**src/hw/rtl/mtep_pkg.sv**
```systemverilog
// Shared types, phase and kind codes, and constants for the MIDI track event parser.
// No dependencies; imported by mtep_step and midi_track_event_parser.
package mtep_pkg;

    // Parse phases
    localparam logic [3:0] PH_DELTA     = 4'd0;
    localparam logic [3:0] PH_EVENT     = 4'd1;
    localparam logic [3:0] PH_DATA1     = 4'd2;
    localparam logic [3:0] PH_DATA2     = 4'd3;
    localparam logic [3:0] PH_SKIP_CC   = 4'd4;
    localparam logic [3:0] PH_SYSEX_LEN = 4'd5;
    localparam logic [3:0] PH_SKIP      = 4'd6;
    localparam logic [3:0] PH_META_TYPE = 4'd7;
    localparam logic [3:0] PH_META_LEN  = 4'd8;
    localparam logic [3:0] PH_META_DATA = 4'd9;

    // Result kinds
    localparam logic [2:0] KIND_DELTA    = 3'd0;
    localparam logic [2:0] KIND_CHANNEL  = 3'd1;
    localparam logic [2:0] KIND_TEMPO    = 3'd2;
    localparam logic [2:0] KIND_TIME_SIG = 3'd3;
    localparam logic [2:0] KIND_END      = 3'd4;
    localparam logic [2:0] KIND_OVERFLOW = 3'd5;

    localparam logic [27:0] VLQ_MAX       = 28'h0FFFFFFF;
    localparam logic [7:0]  STATUS_MIN    = 8'h80;
    localparam logic [7:0]  STATUS_SYS    = 8'hF0;
    localparam logic [7:0]  STATUS_SYSEX  = 8'hF0;
    localparam logic [7:0]  STATUS_ESCAPE = 8'hF7;
    localparam logic [7:0]  STATUS_META   = 8'hFF;
    localparam logic [7:0]  META_EOT      = 8'h2F;
    localparam logic [7:0]  META_TEMPO    = 8'h51;
    localparam logic [7:0]  META_TIME_SIG = 8'h58;
    localparam logic [7:0]  CC_EXTRA_SKIP = 8'h7E;
    localparam logic [3:0]  CMD_CONTROL   = 4'hB;

    typedef struct packed {
        logic [3:0]  phase;
        logic [7:0]  running_status;
        logic [27:0] vlq_acc;
        logic [2:0]  vlq_cnt;
        logic [27:0] skip_rem;
        logic [7:0]  meta_type;
        logic [7:0]  meta_index;
        logic [23:0] meta_value;
        logic [7:0]  first_hold;
        logic        track_active;
    } state_t;

    typedef struct packed {
        logic        valid;
        logic [2:0]  kind;
        logic [3:0]  channel;
        logic [3:0]  command;
        logic [7:0]  first_data;
        logic [7:0]  second_data;
        logic [27:0] value;
    } result_t;

    function automatic state_t state_reset();
        state_t s;
        s              = '0;
        s.phase        = PH_DELTA;
        s.track_active = 1'b1;
        return s;
    endfunction

    // Data bytes per channel command (high nibble of status)
    function automatic logic [1:0] data_count(input logic [3:0] cmd);
        logic [1:0] n;
        case (cmd)
            4'h8, 4'h9, 4'hA, 4'hB, 4'hE: n = 2'd2;
            4'hC, 4'hD:                   n = 2'd1;
            default:                      n = 2'd0;
        endcase
        return n;
    endfunction

endpackage

```
**src/hw/rtl/mtep_step.sv**
```systemverilog
// Next-state and result logic for one track byte of the MIDI track parser.
// Depends on mtep_pkg.
module mtep_step (
    input  mtep_pkg::state_t  cur,
    input  logic [7:0]        data_byte,
    input  logic              new_track,
    output mtep_pkg::state_t  nxt,
    output mtep_pkg::result_t res
);
    import mtep_pkg::*;

    state_t      base;
    logic [27:0] f_acc;
    logic [2:0]  f_cnt;
    logic        f_ovf;
    logic        f_done;
    logic        do_delta;
    logic        do_data1;
    logic        do_chan;
    logic [7:0]  chan_first;
    logic [7:0]  chan_second;
    logic [27:0] skip_dec;
    logic [7:0]  meta_idx_inc;

    always_comb
    begin
        base = new_track ? state_reset() : cur;
    end

    // Variable-length quantity feed; saturates on the fifth byte
    always_comb
    begin
        f_acc = base.vlq_acc;
        f_cnt = base.vlq_cnt;
        f_ovf = 1'b0;
        if (base.vlq_cnt >= 3'd4)
        begin
            if (base.vlq_cnt == 3'd4)
            begin
                f_cnt = 3'd5;
                f_acc = VLQ_MAX;
                f_ovf = 1'b1;
            end
        end
        else
        begin
            f_acc = {base.vlq_acc[20:0], data_byte[6:0]};
            f_cnt = base.vlq_cnt + 3'd1;
        end
        f_done = ~data_byte[7];
    end

    assign skip_dec     = (base.skip_rem != 28'd0) ? base.skip_rem - 28'd1 : 28'd0;
    assign meta_idx_inc = (base.meta_index != 8'hFF) ? base.meta_index + 8'd1 : 8'hFF;

    always_comb
    begin
        nxt         = base;
        res         = '0;
        do_delta    = 1'b0;
        do_data1    = 1'b0;
        do_chan     = 1'b0;
        chan_first  = base.first_hold;
        chan_second = 8'd0;

        if (base.track_active)
        begin
            case (base.phase)
                PH_DELTA:
                    do_delta = 1'b1;
                PH_EVENT:
                begin
                    if (data_byte < STATUS_MIN)
                    begin
                        if (base.running_status == 8'd0)
                            do_delta = 1'b1;
                        else
                            do_data1 = 1'b1;
                    end
                    else if (data_byte < STATUS_SYS)
                    begin
                        nxt.running_status = data_byte;
                        nxt.phase          = PH_DATA1;
                    end
                    else if (data_byte == STATUS_SYSEX || data_byte == STATUS_ESCAPE)
                    begin
                        nxt.vlq_acc = 28'd0;
                        nxt.vlq_cnt = 3'd0;
                        nxt.phase   = PH_SYSEX_LEN;
                    end
                    else if (data_byte == STATUS_META)
                        nxt.phase = PH_META_TYPE;
                    else
                        nxt.phase = PH_DELTA;
                end
                PH_DATA1:
                    do_data1 = 1'b1;
                PH_DATA2:
                begin
                    do_chan     = 1'b1;
                    chan_second = data_byte;
                end
                PH_SKIP_CC:
                    nxt.phase = PH_DELTA;
                PH_SYSEX_LEN:
                begin
                    nxt.vlq_acc = f_acc;
                    nxt.vlq_cnt = f_cnt;
                    if (f_done)
                    begin
                        nxt.skip_rem = f_acc;
                        nxt.vlq_acc  = 28'd0;
                        nxt.vlq_cnt  = 3'd0;
                        nxt.phase    = (f_acc == 28'd0) ? PH_DELTA : PH_SKIP;
                    end
                end
                PH_SKIP:
                begin
                    nxt.skip_rem = skip_dec;
                    if (skip_dec == 28'd0)
                        nxt.phase = PH_DELTA;
                end
                PH_META_TYPE:
                begin
                    nxt.meta_type = data_byte;
                    nxt.phase     = PH_META_LEN;
                end
                PH_META_LEN:
                begin
                    if (base.meta_type == META_EOT)
                    begin
                        nxt.track_active = 1'b0;
                        nxt.phase        = PH_DELTA;
                        res.valid        = 1'b1;
                        res.kind         = KIND_END;
                    end
                    else
                    begin
                        nxt.skip_rem   = {20'd0, data_byte};
                        nxt.meta_index = 8'd0;
                        nxt.meta_value = 24'd0;
                        nxt.phase      = (data_byte == 8'd0) ? PH_DELTA : PH_META_DATA;
                    end
                end
                PH_META_DATA:
                begin
                    nxt.meta_index = meta_idx_inc;
                    if (base.meta_type == META_TEMPO && meta_idx_inc <= 8'd3)
                    begin
                        nxt.meta_value = {base.meta_value[15:0], data_byte};
                        if (meta_idx_inc == 8'd3)
                        begin
                            res.valid = 1'b1;
                            res.kind  = KIND_TEMPO;
                            res.value = {4'd0, base.meta_value[15:0], data_byte};
                        end
                    end
                    else if (base.meta_type == META_TIME_SIG)
                    begin
                        if (meta_idx_inc == 8'd1)
                            nxt.first_hold = data_byte;
                        else if (meta_idx_inc == 8'd2)
                        begin
                            res.valid       = 1'b1;
                            res.kind        = KIND_TIME_SIG;
                            res.first_data  = base.first_hold;
                            res.second_data = data_byte;
                        end
                    end
                    nxt.skip_rem = skip_dec;
                    if (skip_dec == 28'd0)
                        nxt.phase = PH_DELTA;
                end
                default:
                    nxt.phase = PH_DELTA;
            endcase
        end

        if (do_delta)
        begin
            nxt.vlq_acc = f_acc;
            nxt.vlq_cnt = f_cnt;
            if (f_ovf)
            begin
                res.valid = 1'b1;
                res.kind  = KIND_OVERFLOW;
                res.value = VLQ_MAX;
            end
            if (f_done)
            begin
                if (!f_ovf && f_cnt <= 3'd4)
                begin
                    res.valid = 1'b1;
                    res.kind  = KIND_DELTA;
                    res.value = f_acc;
                end
                nxt.vlq_acc = 28'd0;
                nxt.vlq_cnt = 3'd0;
                nxt.phase   = PH_EVENT;
            end
        end

        if (do_data1)
        begin
            nxt.first_hold = data_byte;
            chan_first     = data_byte;
            if (data_count(base.running_status[7:4]) == 2'd1)
                do_chan = 1'b1;
            else
                nxt.phase = PH_DATA2;
        end

        if (do_chan)
        begin
            if (base.running_status[7:4] == CMD_CONTROL && chan_first == CC_EXTRA_SKIP)
                nxt.phase = PH_SKIP_CC;
            else
                nxt.phase = PH_DELTA;
            res.valid       = 1'b1;
            res.kind        = KIND_CHANNEL;
            res.channel     = base.running_status[3:0];
            res.command     = base.running_status[7:4];
            res.first_data  = chan_first;
            res.second_data = chan_second;
            res.value       = 28'd0;
        end
    end

endmodule

```
**src/hw/rtl/midi_track_event_parser.sv**
```systemverilog
// Top level of the MIDI track event parser: input register, parser state, result register.
// Depends on mtep_pkg and mtep_step.

// One track byte per item in, at most one event item out per byte. Throughput is
// one byte per clock while the output is not blocked: a byte sits in the input register
// while mtep_step computes the next parser state and any result, and the result is
// written to the output register on the same edge as the parser state. An accepted
// byte is first captured in the input register; its result then lands in the output register.
// The input side keeps accepting while a result waits,
// as long as the pending byte can move forward; it stalls only when the input
// register is full and the output register holds an item not yet taken. Set
// s_axis_tuser on the first byte of a track to clear running status and the parser.
// After an end-of-track meta event all bytes are dropped until the next new track.
// Result kinds: 0 delta, 1 channel message, 2 tempo, 3 time signature,
// 4 end of track, 5 delta overflow (value saturates at 0x0FFFFFFF).
module midi_track_event_parser (
    input  logic        clk,
    input  logic        rst_n,
    input  logic        s_axis_tvalid,
    output logic        s_axis_tready,
    input  logic [7:0]  s_axis_tdata,   // [7:0] data_byte
    input  logic [0:0]  s_axis_tuser,   // [0] new_track
    output logic        m_axis_tvalid,
    input  logic        m_axis_tready,
    output logic [55:0] m_axis_tdata,   // [3:0] channel, [7:4] command,
                                        // [15:8] first_data, [23:16] second_data,
                                        // [51:24] value, [55:52] zero
    output logic [2:0]  m_axis_tuser    // [2:0] kind
);
    import mtep_pkg::*;

    logic       in_valid_reg;
    logic [7:0] in_byte_reg;
    logic       in_new_reg;

    state_t     state_reg;
    state_t     state_next;
    result_t    step_res;

    logic       out_valid_reg;
    logic       out_valid_next;
    result_t    out_res_reg;

    logic       advance;
    logic       in_accept;

    // pending byte moves on when the output slot is free or being emptied
    assign advance       = in_valid_reg && (!out_valid_reg || m_axis_tready);
    assign s_axis_tready = !in_valid_reg || advance;
    assign in_accept     = s_axis_tvalid && s_axis_tready;

    mtep_step u_step (
        .cur       (state_reg),
        .data_byte (in_byte_reg),
        .new_track (in_new_reg),
        .nxt       (state_next),
        .res       (step_res)
    );

    assign out_valid_next = advance ? step_res.valid : (out_valid_reg && !m_axis_tready);

    always_ff @(posedge clk or negedge rst_n)
    begin
        if (!rst_n)
        begin
            in_valid_reg  <= 1'b0;
            out_valid_reg <= 1'b0;
            state_reg     <= state_reset();
        end
        else
        begin
            if (in_accept)
                in_valid_reg <= 1'b1;
            else if (advance)
                in_valid_reg <= 1'b0;
            if (advance)
                state_reg <= state_next;
            out_valid_reg <= out_valid_next;
        end
    end

    // payload registers, no reset
    always_ff @(posedge clk)
    begin
        if (in_accept)
        begin
            in_byte_reg <= s_axis_tdata;
            in_new_reg  <= s_axis_tuser[0];
        end
        if (advance && step_res.valid)
            out_res_reg <= step_res;
    end

    assign m_axis_tvalid = out_valid_reg;
    assign m_axis_tuser  = out_res_reg.kind;
    assign m_axis_tdata  = {4'd0, out_res_reg.value, out_res_reg.second_data,
                            out_res_reg.first_data, out_res_reg.command,
                            out_res_reg.channel};

    // input stalls only behind a held result
    a_stall_cause: assert property (@(posedge clk) disable iff (!rst_n)
        !s_axis_tready |-> (out_valid_reg && !m_axis_tready && in_valid_reg))
        else $error("input stalled without a blocked result");

    // a produced result shows up on the output next cycle
    a_result_lands: assert property (@(posedge clk) disable iff (!rst_n)
        (advance && step_res.valid) |=> m_axis_tvalid)
        else $error("result lost");

    // end of track stops the parser
    a_eot_stops: assert property (@(posedge clk) disable iff (!rst_n)
        (advance && step_res.valid && step_res.kind == KIND_END) |=> !state_reg.track_active)
        else $error("track still active after end of track");

    // vlq byte count saturates at five
    a_vlq_cnt: assert property (@(posedge clk) disable iff (!rst_n)
        state_reg.vlq_cnt <= 3'd5)
        else $error("vlq byte count out of range");

    // an inactive track emits nothing unless a new track starts
    a_inactive_quiet: assert property (@(posedge clk) disable iff (!rst_n)
        (advance && !state_reg.track_active && !in_new_reg) |=> $stable(state_reg))
        else $error("inactive track changed state");

endmodule
```
**config.mk**
```make
export PLATFORM = sky130hd
export DESIGN_NAME = midi_track_event_parser
export DESIGN_NICKNAME = d
export VERILOG_FILES = /design/src/hw/rtl/mtep_pkg.sv /design/src/hw/rtl/mtep_step.sv /design/src/hw/rtl/midi_track_event_parser.sv
export SDC_FILE = /design/constraint.sdc
export NUM_CORES = 1
export LEC_CHECK = 0
export ABC_AREA = 1
export ABC_CLOCK_PERIOD_IN_PS = 7300
export BUFFER_PORTS_ARGS = -buffer_cell sky130_fd_sc_hd__buf_4
export CAP_MARGIN = 30
export CORE_MARGIN = 10
export CORE_UTILIZATION = 40
export CTS_CLUSTER_SIZE = 10
export DETAILED_ROUTE_END_ITERATION = 8
export PLACE_DENSITY_LB_ADDON = 0.1
export SYNTH_ARGS = -nofsm -noshare
export SYNTH_HDL_FRONTEND = slang
export SYNTH_SLANG_ARGS = --single-unit
```
**constraint.sdc**
```tcl
create_clock -name clk -period 7.3 [get_ports clk]
set_clock_uncertainty 0.1 [all_clocks]
set_input_delay 0.365 -clock clk [delete_from_list [all_inputs] [get_ports clk]]
set_output_delay 0.365 -clock clk [all_outputs]
set_load 0.03 [all_outputs]
```
After elaboration in Yosys (flattened, before gate mapping). Cells that the tools add are included.

Input port bits: 13. Register bits after elaboration: 186.

Reduce and logical (&&, ||, !) cells: 25. Eq/ne operators: 28. $lt $le $gt $ge: 5. Add/subtract/negate cells: 3. Mux-type cells: 92.

Operators with widths (count): two-way mux 120 bit (2); two-way mux 28 bit (8); two-way mux 31 bit (4); two-way mux 8 bit (12); two-way mux 44 bit (2); two-way mux 4 bit (21); case mux 28 bit (3 select lines) (1); two-way mux 24 bit (3); two-way mux 16 bit (4); case mux 32 bit (2 select lines) (1); case mux 31 bit (2 select lines) (1); two-way mux 59 bit (1); logical NOT 28 bit (2); two-way mux 56 bit (1); two-way mux 43 bit (1); equality test 4 bit, second input constant (9); two-way mux 32 bit (1); nonzero test 28 bit (1); subtractor 28 x 1 -> 28 bit, second input constant (1); equality test 8 x 7 -> 1 bit, second input constant (3); equality test 8 bit, second input constant (3); case mux 4 bit (6 select lines) (1); two-way mux 3 bit (6); two-way mux 1 bit (17); other kinds (28) (47).

Longest topological paths before layout. Gate-level depths: netlist of run 1.

Word-level depth: 16. Depth in mapped cells: 24. Gate-level depth less buffers: 20.

Hierarchy. From an unflattened synthesis of run 1, not the netlist that was laid out.

Cells, all modules: 1821. Area total of the unflattened synthesis: 12794.8 sq um.

By module, submodules not included: midi_track_event_parser (area an instance 6775.2 sq um, cells each 602, sequential area each 4976.0 sq um, instances 1); mtep_step (area an instance 6019.5 sq um, cells each 1219, sequential area each 0.0 sq um, instances 1).

Least setup slack after synthesis of run 1. OpenSTA, ideal clock, no wires.

Kind: register to register. Start: reg in_new_reg. End: reg out_res_reg, in the netlist m_axis_tdata[0] (enable). Stages on the path, launching flop included: 20. Required time: 6791 ps. Arrival: 3606 ps. Clock period less this slack: 4115 ps. Slack: 3185 ps. Cell sequence: edfxtp_1 buf_6 buf_6 buf_2 buf_1 nor2_1 ha_1 nand3_1 xor2_1 nand3b_1 nor2_1 nand2_2 inv_2 buf_6 nand2_1 inv_1 o21ai_1 nand2_1 nand2_1 inv_1.

Longest elaborated chain between the ends: 16. Elaborated cells between the ends (all ways): 67. Those cells by class: add/sub: 2; order compare: 3; eq/ne: 21; mux: 33; reduce/logical: 8.

Ends and longest elaborated chain: start, declared (line midi_track_event_parser.sv:34) `logic in_new_reg;`; start signal, assigned (line midi_track_event_parser.sv:88) `in_new_reg <= s_axis_tuser[0];`; two-way mux 120 bit (*) (line mtep_step.sv:27) `base = new_track ? state_reset() : cur;`; adder 8 x 1 -> 8 bit or inequality test 8 bit (tied branches) (line mtep_step.sv:54) `assign meta_idx_inc = (base.meta_index != 8'hFF) ? base.meta_index + 8'd1 : 8'hFF;`; two-way mux 8 bit (line mtep_step.sv:54); equality test 8 x 2 -> 1 bit (line mtep_step.sv:162) `else if (meta_idx_inc == 8'd2)`; two-way mux 4 bit (line mtep_step.sv:162); two-way mux 4 bit (line mtep_step.sv:160) `if (meta_idx_inc == 8'd1)`; two-way mux 4 bit (line mtep_step.sv:158) `else if (base.meta_type == META_TIME_SIG)`; two-way mux 4 bit (line mtep_step.sv:148) `if (base.meta_type == META_TEMPO && meta_idx_inc <= 8'd3)`; case mux 4 bit (2 select lines) (line mtep_step.sv:68) `case (base.phase)`; two-way mux 4 bit (line mtep_step.sv:66) `if (base.track_active)`; two-way mux 4 bit (line mtep_step.sv:183) `if (f_ovf)`; two-way mux 4 bit (line mtep_step.sv:191) `if (!f_ovf && f_cnt <= 3'd4)`; two-way mux 4 bit (line mtep_step.sv:189) `if (f_done)`; two-way mux 4 bit (line mtep_step.sv:179) `if (do_delta)`; two-way mux 56 bit (*) (line mtep_step.sv:213) `if (do_chan)`; logical AND 1 bit (*) (line midi_track_event_parser.sv:90) `if (advance && step_res.valid)`; end signal, assigned (line midi_track_event_parser.sv:91) `out_res_reg <= step_res;`; end, declared (line midi_track_event_parser.sv:42) `result_t out_res_reg;`.

Every way passes the cells marked *; elsewhere a longest branch is shown, timed or not. The select of a mux whose other input is x is not followed. A chain may end at the register's enable or synchronous reset.

Worst setup path in the final report of run 1.
Start: reg in_new_reg. End: reg out_res_reg, in the netlist m_axis_tdata[7] (enable).

The elaborated chain is that of the path after synthesis.

==> results.json, run 1 <==
{
  "grt_start_max_net_pins": 93,
  "number_of_violations_reported_at_the_end_of_detailed_routing_iteration_0": 1148,
  "total_overflow_reported_by_the_global_router": 0,
  "initial_utilization": 0.408,
  "timing.max_cap.violations": 0,
  "count_of_buffers_inserted_at_the_top_level_ports": 69,
  "area.sequential_sq_mm": 0.00478,
  "wire_length_of_the_first_global_routing_pass_microns": 63900,
  "synth_sequential_area_ratio": 0.405,
  "crit_path_end_kind": "flop",
  "floorplan_die_width_microns": 192,
  "ys_warn_count": 0,
  "route.vias.total": 11300,
  "most-common-layout-cells": "nand2_1 (276), inv_1 (189), nor2_1 (168)",
  "layout.cells.most_common": "nand2_1",
  "length_of_routed_met2_wiring_microns": 18200,
  "worstSetupStartpoint": "in_new_reg",
  "tritoncts": "done",
  "largest_reg_flops": 112,
  "topRoutingLayerUsed": "met4",
  "die_area_sq_mm": 0.0367,
  "internal_power_mw": 2.47,
  "slew-limit-headroom": 0.270,
  "finalNetCount": 1625,
  "ys_ff_latch": 178,
  "worstPathRequired_ns": 7.27,
  "power.switching_mw": 2.05,
  "min_period_over_period": 0.637,
  "number_of_unique_standard_cell_types_used_by_synthesis": 56,
  "drt_total_wl_microns": 41000,
  "power_share_of_the_clock_group": 0.216,
  "yosys.area.top_type_share": 0.240,
  "die_y_microns": 192,
  "first_global_vias": 10800,
  "gpl.final_weighted_congestion": 0.916,
  "worst-slew-pin-transition_ns": 1.09,
  "final.min_clock_period_ns": 4.65,
  "slew_violations": 0,
  "num_cts_buffers": 17,
  "core.rowCount": 62,
  "critical_path_class": "flop to flop",
  "met3_length_microns": 2810,
  "worst_skew_pair_latency_ns": 0.45,
  "p_per_area_mw_per_mm2": 343,
  "postRouteAntennaNets": 0,
  "r2r_start": "in_new_reg",
  "rsz0062_at_grt": "false",
  "power_frac_comb": 0.438,
  "pwr-share-seq": 0.346,
  "dpl.hpwl_microns": 29000,
  "clock_path_buffers": 2,
  "cts.sink_count": 178,
  "synthesis.area_per_instance_sq_um": 7.47,
  "final_layout_worst_hold_slack_ns": 0.0280,
  "num_io_pins": 74,
  "hold_class": "input pin to flop",
  "clock.fmax_mhz": 215,
  "worst_setup_path_start_kind": "flop",
  "finalHoldViolations": 0,
  "detail_route.first_pass.iterations": 5,
  "holdCritStartpoint": "s_axis_tvalid",
  "totalNegativeSetupSlack_ns": 0,
  "synth.cell_area_sq_mm": 0.0118,
  "wl_per_cell_microns": 20.4,
  "multi_input_comb_area_sq_mm": 0.00571,
  "fin_util": 0.456,
  "peakVddDrop_v": 0.000143,
  "run_status": "finished, final reports clean",
  "detail_route.vias_per_cell": 5.63,
  "final.fill_count": 3032,
  "synth.top_cells.by_area": "dfrtp_1 (24%), edfxtp_1 (16%), nand2_1 (8.8%)",
  "h-tree-depth": 4,
  "clkTransAtPathRegs_ns": 0.08,
  "groute.usage.overall": 0.223,
  "fin_ws_ns": 2.65,
  "finalSetupViolations": 0,
  "post_synth_inst_count": 1578,
  "worst_setup_slack_before_clock_tree_synthesis_ns": 2.70,
  "antenna_violations_before_repair": 0,
  "route.layer.met1.wl_microns": 19200,
  "antenna_cells": 0,
  "drc_errors": 0,
  "p_leak_nw": 5.95,
  "timing.critical_path.arrival_ns": 4.62,
  "syn_to_final_growth_pct": 11.7,
  "clockRootBuffer": "clkbuf_16",
  "coreArea_sq_mm": 0.0289,
  "net_switching_share_of_the_total_power": 0.453,
  "path_max_fanout": 55,
  "post_route_cells_drive_above_1_share": 0.151,
  "synth_area_leader_cell": "dfrtp_1",
  "design_power_total_mw": 4.52
}
[per-stage QoR]
step           instances  instance area [sq um]
2_1_floorplan       1581                  11800
3_3_place_gp        1960                  12400
3_5_place_dp        1962                  12400
4_1_cts             2004                  13100
5_1_grt             2005                  13200
6_report            2005                  13200
[worst max-delay path: stages, from the launching register on]
cell	delay, ns
edfxtp_1	0.70
inv_2	0.70
nand2_1	0.22
inv_1	0.16
ha_1	0.20
nand3_1	0.13
nor3_2	0.21
o21ai_1	0.11
nor2_1	0.13
nand2_2	0.09
inv_2	0.28
nand2_1	0.11
nor2_2	0.15
o21ai_1	0.09
nand2_1	0.10
nand2_1	0.09
inv_2	0.08
buf_4	0.57
[worst paths after layout]
check,to,slack (ns),cells past startpoint
setup / recovery,m_axis_tdata[7],2.65,17
hold / removal,in_valid_reg,0.03,3
setup reg to reg,m_axis_tdata[7],2.65,17
hold reg to reg,state_reg[5],0.39,2
max in group asynchronous,state_reg[76],5.24,3
min in group asynchronous,state_reg[36],0.48,2
[power groups by stage]
stage	registers, mW	clock network [mW]	logic [mW]
detailed placement	1.57	0	1.95
global placement	1.57	0	1.93
global route	1.59	1.04	2.19
CTS	1.56	0.991	1.96
floorplan	1.64	0	1.29
finish	1.56	0.978	1.98
[final cells by class]
class,instances,area share
timing repair buffer,93,0.0580
clock inverter,12,0.0107
clock buffer,20,0.0355
sequential,178,0.363
inverter,218,0.0624
tap,384,0.0365
multi-input combinational,1100,0.434
[kinds of logic (layout without fill, tap and decap cells)]
| group | after synthesis | in the layout | share of synthesized area |
|---|---|---|---|
| and+or+nand+nor | 646 | 646 | 0.258 |
| adders and majority gates | 4 | 4 | 0.00425 |
| AOI/OAI and AO/OA | 444 | 444 | 0.219 |
| xor gates and xnor gates | 2 | 2 | 0.00149 |
| buffers and inverters | 303 | 343 | 0.112 |
| other | 1 | 4 | 0.000318 |
| DFF | 178 | 178 | 0.405 |
[cell usage after synthesis, drive strengths merged]
library cell and number:
o21a 2, o221a 1, edfxtp 64, a221oi 6, nand3 74, a22oi 11, inv 215, o32ai 3
a32oi 1, conb 1, a311oi 1, clkbuf 36, dfstp 1, or2 3, nand2 324, o221ai 13
o31ai 11, nand4 15, o211ai 15, buf 49, clkinv 3, a32o 2, o2111ai 1, xor2 2
ha 4, a211oi 13, a31oi 20, o21ai 194, a21o 1, nor3 23, nor4 7, nand3b 1
dfrtp 113, nor2 199, a21oi 109, a2bb2oi 2, o22ai 38
[repair_timing]
| action | in CTS | in global routing |
|---|---|---|
| hold endpoints to repair | 62 | 0 |
| hold buffers | 10 | 0 |
| gates resized for setup | 0 | 0 |
| setup buffers | 0 | 0 |
[per-layer routing]
layer | GRT usage | vias to the layer above
met5 | 0 | -
met4 | 0.0616 | 0
li1 | - | 5386
met2 | 0.340 | 459
met3 | 0.0406 | 47
met1 | 0.316 | 5403
(Power assumes the default switching activity.)
==> inputs of run 2 (changes only) <==
--- a/config.mk
+++ b/config.mk
@@ -6,7 +6,7 @@
 export NUM_CORES = 1
 export LEC_CHECK = 0
 export ABC_AREA = 1
-export ABC_CLOCK_PERIOD_IN_PS = 7300
+export ABC_CLOCK_PERIOD_IN_PS = 4000
 export BUFFER_PORTS_ARGS = -buffer_cell sky130_fd_sc_hd__buf_4
 export CAP_MARGIN = 30
 export CORE_MARGIN = 10
==> constraint.sdc (replaced) <==
create_clock -name clk -period 4 [get_ports clk]
set_clock_uncertainty 0.1 [all_clocks]
set_input_delay 0.2 -clock clk [delete_from_list [all_inputs] [get_ports clk]]
set_output_delay 0.2 -clock clk [all_outputs]
set_load 0.03 [all_outputs]
==> results.json, run 2 (same netlist as run 1, synthesis figures left out) <==
{
  "clockRootBuffer": "clkbuf_16",
  "antenna_cells": 0,
  "clkTransAtPathRegs_ns": 0.08,
  "most-common-layout-cells": "nand2_1 (276), inv_1 (189), nor2_1 (168)",
  "worst-slew-pin-transition_ns": 0.883,
  "cts_resized": 0,
  "die_area_sq_mm": 0.0367,
  "die_y_microns": 192,
  "core.rowCount": 62,
  "gpl.final_weighted_congestion": 0.959,
  "detail_route.vias_per_cell": 5.55,
  "antenna_violations_before_repair": 0,
  "number_of_cells_in_the_finished_layout_apart_from_fillers": 2035,
  "dpl_cell_area_sq_mm": 0.0127,
  "floorplan_die_width_microns": 192,
  "layout.cells.most_common": "nand2_1",
  "dpl.hpwl_microns": 28900,
  "slew_violations": 0,
  "peakVddDrop_v": 0.000276,
  "cell_occurring_most_often_along_the_worst_timing_path": "nand2_1",
  "wire_length_of_the_first_global_routing_pass_microns": 63300,
  "syn_to_final_growth_pct": 13.8,
  "run_status": "finished, final reports clean",
  "count_of_buffers_inserted_at_the_top_level_ports": 69,
  "cp-endpoint": "state_reg[75]",
  "drt_total_wl_microns": 40300,
  "finalSetupViolations": 0,
  "critPathSlowestCell": "edfxtp_1",
  "worstPathRequired_ns": 4.24,
  "clock_path_buffers": 2,
  "worst-r2r-setup-slack_ns": 0.63,
  "hold_class": "input pin to flop",
  "postRouteAntennaNets": 0,
  "worst_skew_pair_latency_ns": 0.45,
  "delay_of_the_slowest_critical_path_stage_ns": 0.45,
  "drc_errors": 0,
  "timing.critical_path.arrival_ns": 3.60,
  "h-tree-depth": 4,
  "r2r_start": "in_new_reg",
  "min_period_over_period": 0.842,
  "coreArea_sq_mm": 0.0289,
  "tritoncts": "done",
  "finalHoldViolations": 0,
  "groute.usage.overall": 0.221,
  "post_route_cells_drive_above_1_share": 0.164,
  "final.min_clock_period_ns": 3.37,
  "num_cts_buffers": 17,
  "totalNegativeSetupSlack_ns": 0,
  "detail_route.first_pass.iterations": 6,
  "cts.sink_count": 178,
  "worst_setup_path_start_kind": "flop",
  "timing.max_cap.violations": 0,
  "initial_utilization": 0.408,
  "total_overflow_reported_by_the_global_router": 0,
  "ff2ff_path_depth": 13,
  "path_max_fanout": 19,
  "critical_path_class": "flop to flop",
  "crit_path_end_kind": "flop",
  "p_leak_nw": 6.08,
  "route.vias.total": 11300,
  "finalNetCount": 1655,
  "timing.critical_path.cells": "buf_4 > nor2_4 > nand3_2 > inv_2 > nand2_1 > nand2_1 > nor3_1 > nor2_4 > nand3_2 > nand2_1 > o221ai_1 > o211ai_1 > nand2_1",
  "post_route_cell_area_sq_mm": 0.0134,
  "crit-reg2reg-capture": "state_reg[75]",
  "clock.fmax_mhz": 297,
  "largest_reg_flops": 112,
  "grt_start_max_net_pins": 60,
  "worstSetupStartpoint": "in_new_reg",
  "first_global_vias": 10700,
  "p_per_area_mw_per_mm2": 623,
  "wl_per_cell_microns": 19.8,
  "slew-limit-headroom": 0.411,
  "rsz0062_at_grt": "false",
  "dpl.cell_count": 1991,
  "number_of_violations_reported_at_the_end_of_detailed_routing_iteration_0": 1267,
  "num_io_pins": 74
}
==> run 2: cell count changes in the layout (fill, tap and decap cells not counted), sizes merged <==
cell | previous run | this run
dlygate4sd3 | 10 | 12
bufinv | 2 | 4
buf | 83 | 111
clkinv | 7 | 6
clkinvlp | 1 | 3
inv | 220 | 217
==> run 2: report_power, final <==
group | total [mW] | internal, mW | switching (mW)
clock network | 1.85 | 1.07 | 0.780
registers | 2.84 | 2.45 | 0.392
logic | 3.66 | 1.13 | 2.53
total | 8.35 | 4.65 | 3.70
==> run 2: critical path: cells and delay by family (launching register included) <==
kind	cells	cell delay [ns]
buffers and inverters	2	0.54
AO/OA/AOI/OAI	2	0.35
AND/OR/NAND/NOR	9	1.79
flip-flops	1	0.45
==> run 2: cell type report <==
| type | count | area [sq um] |
|---|---|---|
| fill | 2932 | 15400 |
| sequential | 178 | 4780 |
| timing repair buffer | 123 | 991 |
| clock buffer | 20 | 447 |
| multi-input combinational | 1100 | 5710 |
| clock inverter | 12 | 179 |
| tap | 384 | 480 |
| inverter | 218 | 825 |
==> run 2: metal layers <==
| layer | global-route usage | vias to the layer above | part of all wire |
|---|---|---|---|
| met5 | 0 | - | 0 |
| li1 | - | 5446 | - |
| met3 | 0.0466 | 54 | 0.082 |
| met2 | 0.337 | 460 | 0.45 |
| met1 | 0.311 | 5334 | 0.46 |
| met4 | 0.0595 | 0 | 0.017 |
==> run 2: worst min path at each step <==
stage	startpoint	to	slack (ns)	cells past startpoint
global route	m_axis_tready	m_axis_tvalid	0.28	4
finish	m_axis_tready	m_axis_tvalid	0.27	4
detailed placement	rst_n	state_reg[40]	0.27	1
floorplan	rst_n	in_valid_reg	-0.20	0
global placement	rst_n	state_reg[36]	0.26	1
CTS	m_axis_tready	m_axis_tvalid	0.20	4
==> run 2: repair_timing <==
item	4_1_cts	5_1_grt
endpoints found under the hold margin	66	0
buffers inserted	0	0
hold buffers	12	0
==> run 2: stage by stage <==
stage / hold WS [ns] / power (mW) / setup slack (ns) / util
5_1_grt: 0.283 / 8.92 / 0.461 / 0.465
4_1_cts: 0.197 / 8.35 / 0.694 / 0.465
2_1_floorplan: -0.196 / 5.36 / 0.0110 / -
3_5_place_dp: 0.273 / 6.49 / 0.699 / 0.439
3_3_place_gp: 0.264 / 6.49 / 0.658 / 0.439
6_report: 0.267 / 8.35 / 0.634 / 0.465
==> inputs of run 3 (changes only) <==
--- a/config.mk
+++ b/config.mk
@@ -5,8 +5,8 @@
 export SDC_FILE = /design/constraint.sdc
 export NUM_CORES = 1
 export LEC_CHECK = 0
-export ABC_AREA = 1
-export ABC_CLOCK_PERIOD_IN_PS = 4000
+export ABC_AREA = 0
+export ABC_CLOCK_PERIOD_IN_PS = 3020
 export BUFFER_PORTS_ARGS = -buffer_cell sky130_fd_sc_hd__buf_4
 export CAP_MARGIN = 30
 export CORE_MARGIN = 10
==> constraint.sdc (replaced) <==
create_clock -name clk -period 3.02 [get_ports clk]
set_clock_uncertainty 0.1 [all_clocks]
set_input_delay 0.151 -clock clk [delete_from_list [all_inputs] [get_ports clk]]
set_output_delay 0.151 -clock clk [all_outputs]
set_load 0.03 [all_outputs]
==> results.json, run 3 <==
{
  "final.fill_count": 2143,
  "timing.max_cap.violations": 0,
  "syn_to_final_growth_pct": 33.3,
  "violations": "setup timing",
  "antenna_violations_before_repair": 0,
  "number_of_unique_standard_cell_types_used_by_synthesis": 81,
  "synth_sequential_area_ratio": 0.494,
  "grt_start_max_net_pins": 66,
  "worst-slew-pin-transition_ns": 0.745,
  "num_cts_buffers": 17,
  "number_of_violations_reported_at_the_end_of_detailed_routing_iteration_0": 829,
  "run_status": "finished with violations",
  "die_area_sq_mm": 0.0308,
  "worst_skew_pair_latency_ns": 0.44,
  "tritoncts": "done",
  "ys_ff_latch": 178,
  "most-common-layout-cells": "buf_4 (230), dfrtp_1 (113), nand2_1 (109)",
  "ys_warn_count": 0,
  "postRouteAntennaNets": 0,
  "finalHoldViolations": 0,
  "clockRootBuffer": "clkbuf_16",
  "netlist_top_cells_count": "dfrtp_1 (113), nand2_1 (113), nor2_1 (88)",
  "detail_route.vias_per_cell": 5.88,
  "design_power_total_mw": 8.87,
  "slew-limit-headroom": 0.504,
  "antenna_cells": 0,
  "final.min_clock_period_ns": 3.21,
  "clock_path_buffers": 2,
  "num_io_pins": 74,
  "finalNetCount": 1240,
  "total_overflow_reported_by_the_global_router": 0,
  "cts.sink_count": 178,
  "worst_setup_path_start_kind": "flop",
  "dpl_cell_area_sq_mm": 0.0117,
  "yosys.area.top_type_share": 0.293,
  "core.rowCount": 56,
  "synth_area_leader_cell": "dfrtp_1",
  "gpl.final_weighted_congestion": 0.944,
  "floorplan_die_width_microns": 175,
  "p_leak_nw": 5.60,
  "dpl.hpwl_microns": 24000,
  "worstPathRequired_ns": 3.08,
  "path_max_fanout": 7,
  "synth_async_sr_flop_share": 0.640,
  "finalSetupViolations": 95,
  "wire_length_of_the_first_global_routing_pass_microns": 53400,
  "detail_route.first_pass.iterations": 6,
  "min_period_over_period": 1.06,
  "count_of_buffers_inserted_at_the_top_level_ports": 69,
  "peakVddDrop_v": 0.000395,
  "groute.usage.overall": 0.219,
  "largest_reg_flops": 112,
  "post_route_cell_area_sq_mm": 0.0129,
  "p_per_area_mw_per_mm2": 689,
  "h-tree-depth": 4,
  "synth.cell_area_sq_mm": 0.00966,
  "critical_path_class": "flop to flop",
  "rsz0062_at_grt": "true",
  "fin_ws_ns": -0.195,
  "timing.critical_path.arrival_ns": 3.27,
  "clkTransAtPathRegs_ns": 0.08,
  "route.vias.total": 9147,
  "post_synth_edffs": 64,
  "crit_path_end_kind": "flop",
  "fin_util": 0.545,
  "initial_utilization": 0.409,
  "postSynth.topFlopCell": "dfrtp_1",
  "synthesis.area_per_instance_sq_um": 9.54,
  "post_route_cells_drive_above_1_share": 0.298,
  "die_y_microns": 175,
  "slew_violations": 0,
  "layout.cells.most_common": "buf_4",
  "synth.top_cells.by_area": "dfrtp_1 (29%), edfxtp_1 (20%), a22o_1 (6.1%)",
  "coreArea_sq_mm": 0.0236,
  "drt_total_wl_microns": 34000,
  "wl_per_cell_microns": 21.9,
  "post_synth_inst_count": 1012,
  "clock.fmax_mhz": 311,
  "first_global_vias": 8781,
  "hold_class": "input pin to async pin",
  "drc_errors": 0
}
==> run 3: final timing paths <==
path / slack, ns / startpoint / depth (start not counted) / to
hold reg to reg: 0.40 / state_reg[16] / 1 / state_reg[16]
setup / recovery: -0.19 / in_new_reg / 13 / m_axis_tdata[29]
hold / removal: 0.22 / rst_n / 2 / state_reg[7]
setup reg to reg: -0.19 / in_new_reg / 13 / m_axis_tdata[29]
max in group asynchronous: 1.77 / rst_n / 3 / state_reg[73]
min in group clk: 0.32 / s_axis_tdata[6] / 2 / in_byte_reg[6]
==> run 3: area by class of cell <==
cell class              count  area (sq um)  share of cell area
clock buffers              18           429              0.0333
clock inverters            14           136              0.0106
inverters                  16          65.1             0.00505
multi-input cells         747          4880               0.379
flip-flops and latches    178          4780               0.371
well taps                 319           399              0.0310
repair buffers            263          2190               0.170
==> run 3: repair_timing <==
action / in CTS / in global routing
hold endpoints to repair: 59 / 0
endpoints found under the setup margin: 113 / 129
setup buffers: 12 / 5
hold buffers: 12 / 0
pin swaps: 12 / 12
gates cloned: 3 / 1
gates resized for setup: 34 / 37
==> run 3: worst max-delay path: stages (launching register included) <==
cell and delay (ns):
edfxtp_1 0.48, nor2b_2 0.09, ha_2 0.20, buf_4 0.16, nand3b_4 0.11, nor3_2 0.06, o21a_1 0.20, a2111o_1 0.33
or4_4 0.52, nor3_4 0.15, o21ai_2 0.11, o21ai_4 0.12, buf_12 0.16, clkbuf_16 0.14
==> run 3: per-layer routing <==
layer | GRT usage | up-vias | wire length, microns
li1 | - | 4224 | -
met1 | 0.328 | 4483 | 15900
met2 | 0.318 | 395 | 14800
met3 | 0.0335 | 45 | 2670
met4 | 0.0629 | 0 | 585
met5 | 0 | - | 0
==> run 3: power breakdown <==
part | internal [mW] | total, mW | switching, mW
logic | 1.57 | 3.63 | 2.06
clock network | 1.10 | 2.19 | 1.09
registers | 2.80 | 3.05 | 0.251
==> run 3: cell families (layout without fill, tap and decap cells) <==
kind of cell / Yosys count / after routing / share of synthesized area
buffers and inverters: 91 / 311 / 0.0399
XOR/XNOR: 14 / 14 / 0.0127
AND/OR/NAND/NOR: 388 / 389 / 0.205
other: 1 / 4 / 0.000388
AO/OA/AOI/OAI: 335 / 335 / 0.241
adder cells (fa/ha/maj): 4 / 4 / 0.00518
flip-flops: 178 / 178 / 0.494
multiplexers: 1 / 1 / 0.00104
==> run 3: stage by stage <==
stage / std cells / worst slack (ns) / TNS [ns] / hold slack (ns)
final: 1555 / -0.195 / -10.79 / 0.216
after global placement: 1492 / -0.620 / -8.54 / 0.156
after detailed placement: 1492 / -0.629 / -20.13 / 0.160
after floorplan: 1015 / -1.17 / -102.98 / -0.245
after CTS: 1551 / -0.148 / -8.92 / 0.256
after global routing: 1555 / -0.306 / -24.77 / 0.275
